<file path="src/sv/fba_ram.sv">
`default_nettype none
module fba_ram #(
    parameter int WIDTH = 8,
    parameter int DEPTH = 256,
    parameter int AW    = 8
) (
    input  wire logic             i_clk,
    input  wire logic             i_we,
    input  wire logic [AW-1:0]    i_waddr,
    input  wire logic [WIDTH-1:0] i_wdata,
    input  wire logic [AW-1:0]    i_raddr,
    output logic      [WIDTH-1:0] o_rdata
);
    logic [WIDTH-1:0] r_mem [DEPTH];

    always_ff @(posedge i_clk) begin
        if (i_we) begin
            r_mem[i_waddr] <= i_wdata;
        end
        o_rdata <= r_mem[i_raddr];
    end
endmodule
`default_nettype wire

</file>
<file path="config.mk">
export PLATFORM = sky130hd
export DESIGN_NAME = fba_ram
export DESIGN_NICKNAME = d
export VERILOG_FILES = /design/src/sv/fba_ram.sv
export SDC_FILE = /design/constraint.sdc
export NUM_CORES = 2
export LEC_CHECK = 0
export BUFFER_PORTS_ARGS = -buffer_cell sky130_fd_sc_hd__buf_2
export CORE_ASPECT_RATIO = 2
export CORE_UTILIZATION = 57
export CTS_BUF_LIST = sky130_fd_sc_hd__clkbuf_4 sky130_fd_sc_hd__clkbuf_8 sky130_fd_sc_hd__clkbuf_16
export CTS_CLUSTER_DIAMETER = 120
export DETAILED_ROUTE_END_ITERATION = 12
export MAX_ROUTING_LAYER = met4
export PLACE_DENSITY = 0.79
export SLEW_MARGIN = 15
export SYNTH_ARGS = -nofsm -noshare
export SYNTH_HDL_FRONTEND = slang
export SYNTH_SLANG_ARGS = --single-unit
export TNS_END_PERCENT = 1
</file>
<file path="constraint.sdc">
create_clock -name i_clk -period 2.2 [get_ports i_clk]
set_input_delay 0.11 -clock i_clk [delete_from_list [all_inputs] [get_ports i_clk]]
set_output_delay 0.11 -clock i_clk [all_outputs]
set_load 0.005 [all_outputs]
</file>
Yosys cells after proc, flatten, opt, wreduce, memory -nomap -nowiden
Memories as Yosys holds them, arrays and structs flattened. A register that Yosys moved wholly into a read port is not among the register bits.
Cells that the tools add are included.
{"block": "op_classes", "mux": 2}
{"operator": "1-bit two-way mux", "count": 2}
{"block": "totals", "register_bits": 0, "ramBits": 2048, "input_bits": 26, "output_inout_bits": 8, "word_cells": 3, "n_memories": 1}
{"name": "r_mem", "depth": 256, "width": 8, "rd": 1, "rd_clocked_by_memory_dff": 1, "write_ports": 1, "line": "14", "rtl": "logic [WIDTH-1:0] r_mem [DEPTH];"}

Depth between registers and ports, before layout
{"block": "logic_depth", "depth_word": 2, "ltp_mapped": 11, "mapped_depth_nobuf": 6}

Least setup slack after synthesis
OpenSTA, ideal clock, no wires.
{"block": "synth_timing", "path_kind": "input to register", "from": "input port i_raddr[0]", "to": "register o_rdata[2], read port of r_mem", "setup_time_ns": 0.131, "arrival_ns": 1.917, "required_time_ns": 2.069, "slack_ns": 0.152, "stages": 9, "path_buffers": 4, "cell_sequence": "buf_6 -> buf_12 -> buf_8 -> buf_2 -> mux4_2 -> a22oi_1 -> a21oi_1 -> nor4_1 -> nor4_2"}
{"element": "start: declaration", "line": "11", "rtl": "input wire logic [AW-1:0] i_raddr,"}
{"element": "end: declaration", "line": "12", "rtl": "output logic [WIDTH-1:0] o_rdata"}

==> reports/results.md <==
| Metric | Value |
|:---|:---|
| Share of the synthesized area in the top cell type | 77.3% |
| CTS buffer count | 162 |
| HPWL after detailed placement | 142000 um |
| Cells traversed along the worst timing path | mux4_2, a22o_1, a221oi_2, buf_4, o32ai_4, nor3_4, nor4_2 |
| GRT Residual Overflow | 0 |
| WL final | 221000 um |
| Global-route total usage across every layer | 32.7% |
| Final std cells w/o fill | 6406 |
| Final-layout fill cell count | 7934 |
| Sw Pwr | 16.1 mW |
| Area enclosed by the die boundary | 141000 um2 |
| Maximum level of the CTS H-tree | 4 |
| Number of primary I/O pins | 34 |
| Violation count after the first detailed-route iteration | 6025 |
| Clock Latency Late Sink | 840 ps |
| Count of flip-flops with a built-in enable after synthesis | 2048 |
| Number of nets in the layout | 4448 |
| Area share of xor/xnor cells in the synthesized design | 0% |
| Leading register cell type out of synthesis | sky130_fd_sc_hd__edfxtp_1 |
| Largest stage delay on the critical path | 540 ps |
| Combinational power share | 6.3% |
| # Max-Cap Violations | 0 |
| Yosys warns | 0 |
| Setup Buffers After CTS | 0 |
| Number of slew-limit violations in the final report | 0 |
| Unrepaired setup endpoints after global routing | yes |
| Vias per Instance | 6.79 |
| Leakage | 30.0 nW |
| DRC viols | 0 |
| Sequential element share of the synthesized area | 77.5% |
| Critical path buffer and inverter count | 1 |
| Worst EP required | 2900 ps |
| Maximum net fanout on the critical path | 1 |
| Detail Route Antenna Nets | 0 |
| Global placement routability congestion | 0.979 |
| Clock network fraction of total power | 37.5% |
| Die width | 266 um |
| Measured slew at the worst slew-check pin | 1040 ps |
| Post-route clock skew | 51.0 ps |
| Cell taking the most area after synthesis | sky130_fd_sc_hd__edfxtp_1 |
| Post-synthesis async set-or-reset flop share | 0% |
| Count of port buffers added during placement | 33 |
| Final setup slack of the worst path | -233 ps |
| Number of instances in the placed design | 6101 |
| Final setup violation count | 8 |
| HP Class | in2reg |
| CP Launch Type | flop |
| Synth unique cells | 55 |
| Worst-path clk slew | 70 ps |
| Placement row count | 193 |
| Synthesized area divided by synthesized cell count | 21.3 um2 |
| Peak VDD IR | 0.902 mV |
| CP Capture Type | flop |
| Result of the run | complete, but fails checks |
| Share of the synthesized area in compound gates (AO/OA/AOI/OAI) | 3.42% |
| CTS sink count | 2056 |
| Fraction of power spent switching nets | 21.0% |
| Synthesis-to-finish area growth | 16.5% |
| Number of global-route vias before repair | 44700 |
| Synthesized-area fraction occupied by adder cells | 0% |
| Clock Tree Buf Depth | 4 |
| Count of TritonRoute iterations in the first routing pass | 6 |
| Fmax | 0.411 GHz |
| Post-route fraction of the period consumed by the critical path | 111% |
| Gate family responsible for the most delay along the worst path | compound AO/OA/AOI/OAI gates |
| Synth top area cells | sky130_fd_sc_hd__edfxtp_1 77%, sky130_fd_sc_hd__mux4_2 13%, sky130_fd_sc_hd__mux2i_1 1.7% |
| Internal power | 60.7 mW |
| Data arrival, critical path | 3130 ps |
| Final count of hold timing violations | 0 |
| Seq cells post-synth | 2056 |
| Overall die height | 530 um |
| Synthesized instance count | 3733 |
| Share of post-route cells with drive strength above 1 | 33.2% |
| Relative slew margins | 30.3% |
| Maximum number of pins on one net before global-route repair | 92 |
| Starting density of the core | 57.5% |
| Antenna violations before repair | 12 |
| Violations in the final reports | setup timing |
| Simple-gate share of the synthesized area | 2.63% |
| Standard cell with the maximum stage delay on the critical path | sky130_fd_sc_hd__mux4_2 |
| Synthesized cell area | 79600 um2 |
| Core area | 138000 um2 |
| Mux share of post-synthesis cell area | 14.6% |
| Register share of total power | 56.3% |
| Total via count after detailed routing | 43500 |
| Power per Cell Area | 829 nW/um2 |
| First-pass GRT wire length | 312000 um |
| Path type of the worst setup path | reg2reg |
| Clock period minus worst slack | 2430 ps |
| Synthesized netlist net count | 3759 |
| Post-layout utilization of the core | 67.0% |
| Clock tree from TritonCTS | built |
| Clk Tree Root Cell | sky130_fd_sc_hd__clkbuf_16 |
| Detailed-route wire length per cell | 34.5 um |
| Largest family of logic cells by synthesized area | multiplexers |
==> repair_timing <==
action / 4_1_cts / 5_1_grt
hold endpoints to repair: 439 / 0
setup endpoints to repair: 8 / 8
hold buffers: 10 / 0
pin swaps: 15 / 13
gates resized for setup: 42 / 10
==> sequential cells by signal, indices dropped and copies added, names as in the netlist <==
name     cells
r_mem     2048
o_rdata      8
==> path summary, 6_finish.rpt <==
check                     from             to  slack (ps)  depth (start not counted)
setup reg to reg  r_mem[83][5]     o_rdata[5]        -230                          7
setup / recovery  r_mem[83][5]     o_rdata[5]        -230                          7
hold / removal      i_waddr[1]  r_mem[163][0]          30                          4
hold reg to reg   r_mem[32][5]     o_rdata[5]        1070                          7
==> through the flow <==
step / hold slack [ps] / area (um2) / power [mW] / TNS, ps / setup slack (ps)
2_1_floorplan: 209 / 79600 / 46.1 / 0 / 152
3_3_place_gp: 560 / 87100 / 48.5 / -8090 / -1350
3_5_place_dp: 559 / 87100 / 48.6 / -7650 / -1270
4_1_cts: 14.9 / 92600 / 76.8 / -788 / -160
5_1_grt: 81.4 / 92600 / 78.3 / -1250 / -208
6_report: 34.8 / 92700 / 76.8 / -1270 / -233
==> synth_stat cells (all sizes together) (2+ instances only) <==
cell type / instances
clkbuf: 111
nor3: 22
a311oi: 2
dfxtp: 8
buf: 122
edfxtp: 2048
nand4: 10
a31oi: 2
a221oi: 14
mux2i: 134
nor2: 282
o21ai: 12
a22o: 8
o22a: 5
a2111oi: 5
and2: 6
nor4: 27
a21oi: 96
nand2b: 8
a211oi: 16
nor2b: 31
o32ai: 5
nand3b: 2
o211ai: 10
and3b: 2
mux4: 456
o22ai: 28
nand3: 34
o221ai: 47
nand2: 33
a22oi: 133
or2: 4
==> worst register-to-register path: stages (launching register included) <==
cell and delay (ps):
sky130_fd_sc_hd__edfxtp_1 380, sky130_fd_sc_hd__mux4_2 540, sky130_fd_sc_hd__a22o_1 310, sky130_fd_sc_hd__a221oi_2 270, sky130_fd_sc_hd__buf_4 200, sky130_fd_sc_hd__o32ai_4 90
sky130_fd_sc_hd__nor3_4 430, sky130_fd_sc_hd__nor4_2 120
==> power groups by stage <==
stage | Sequential, mW | Clock (mW) | Combinational, mW
2_1_floorplan | 44.0 | 0 | 2.10
3_3_place_gp | 44.1 | 0 | 4.43
3_5_place_dp | 44.1 | 0 | 4.55
4_1_cts | 43.2 | 28.8 | 4.71
5_1_grt | 43.2 | 30.1 | 4.93
6_report | 43.2 | 28.8 | 4.82
==> placed cells by master (no fill, tap or decap), drive strengths merged, types with 33 or more instances in the layout <==
cell / n
a22oi: 133
nand3: 34
mux4: 456
a21oi: 96
clkinv: 60
clkbuf: 208
nand2: 33
nor2: 282
buf: 740
edfxtp: 2048
mux2i: 134
o221ai: 47
==> area by class of cell <==
cell class | instances | area, um2 | share of cell area (%)
clock inverters | 79 | 688 | 0.743
repair buffers | 758 | 6700 | 7.23
multi-input cells | 1442 | 16800 | 18.2
flip-flops and latches | 2056 | 61700 | 66.5
clock buffers | 200 | 4410 | 4.76
diodes | 17 | 42.5 | 0.0459
well taps | 1852 | 2320 | 2.50
inverters | 2 | 7.51 | 0.00810
==> cells by family after synthesis <==
kind of cell           Yosys count
DFF                           2056
muxes                          591
and+or+nand+nor                466
AOI/OAI and AO/OA              385
buffers and inverters          235
==> routing by layer <==
| metal | share of wire [%] | vias up | wire, um | global-route usage [%] |
|---|---|---|---|---|
| li1 | - | 17000 | - | - |
| met1 | 30 | 22100 | 65400 | 33.7 |
| met2 | 52 | 3430 | 114000 | 54.7 |
| met3 | 8.8 | 963 | 19500 | 5.61 |
| met4 | 9.7 | 0 | 21500 | 26.6 |
| met5 | 0 | - | 0 | - |
Power figures use the tool's default switching activity.
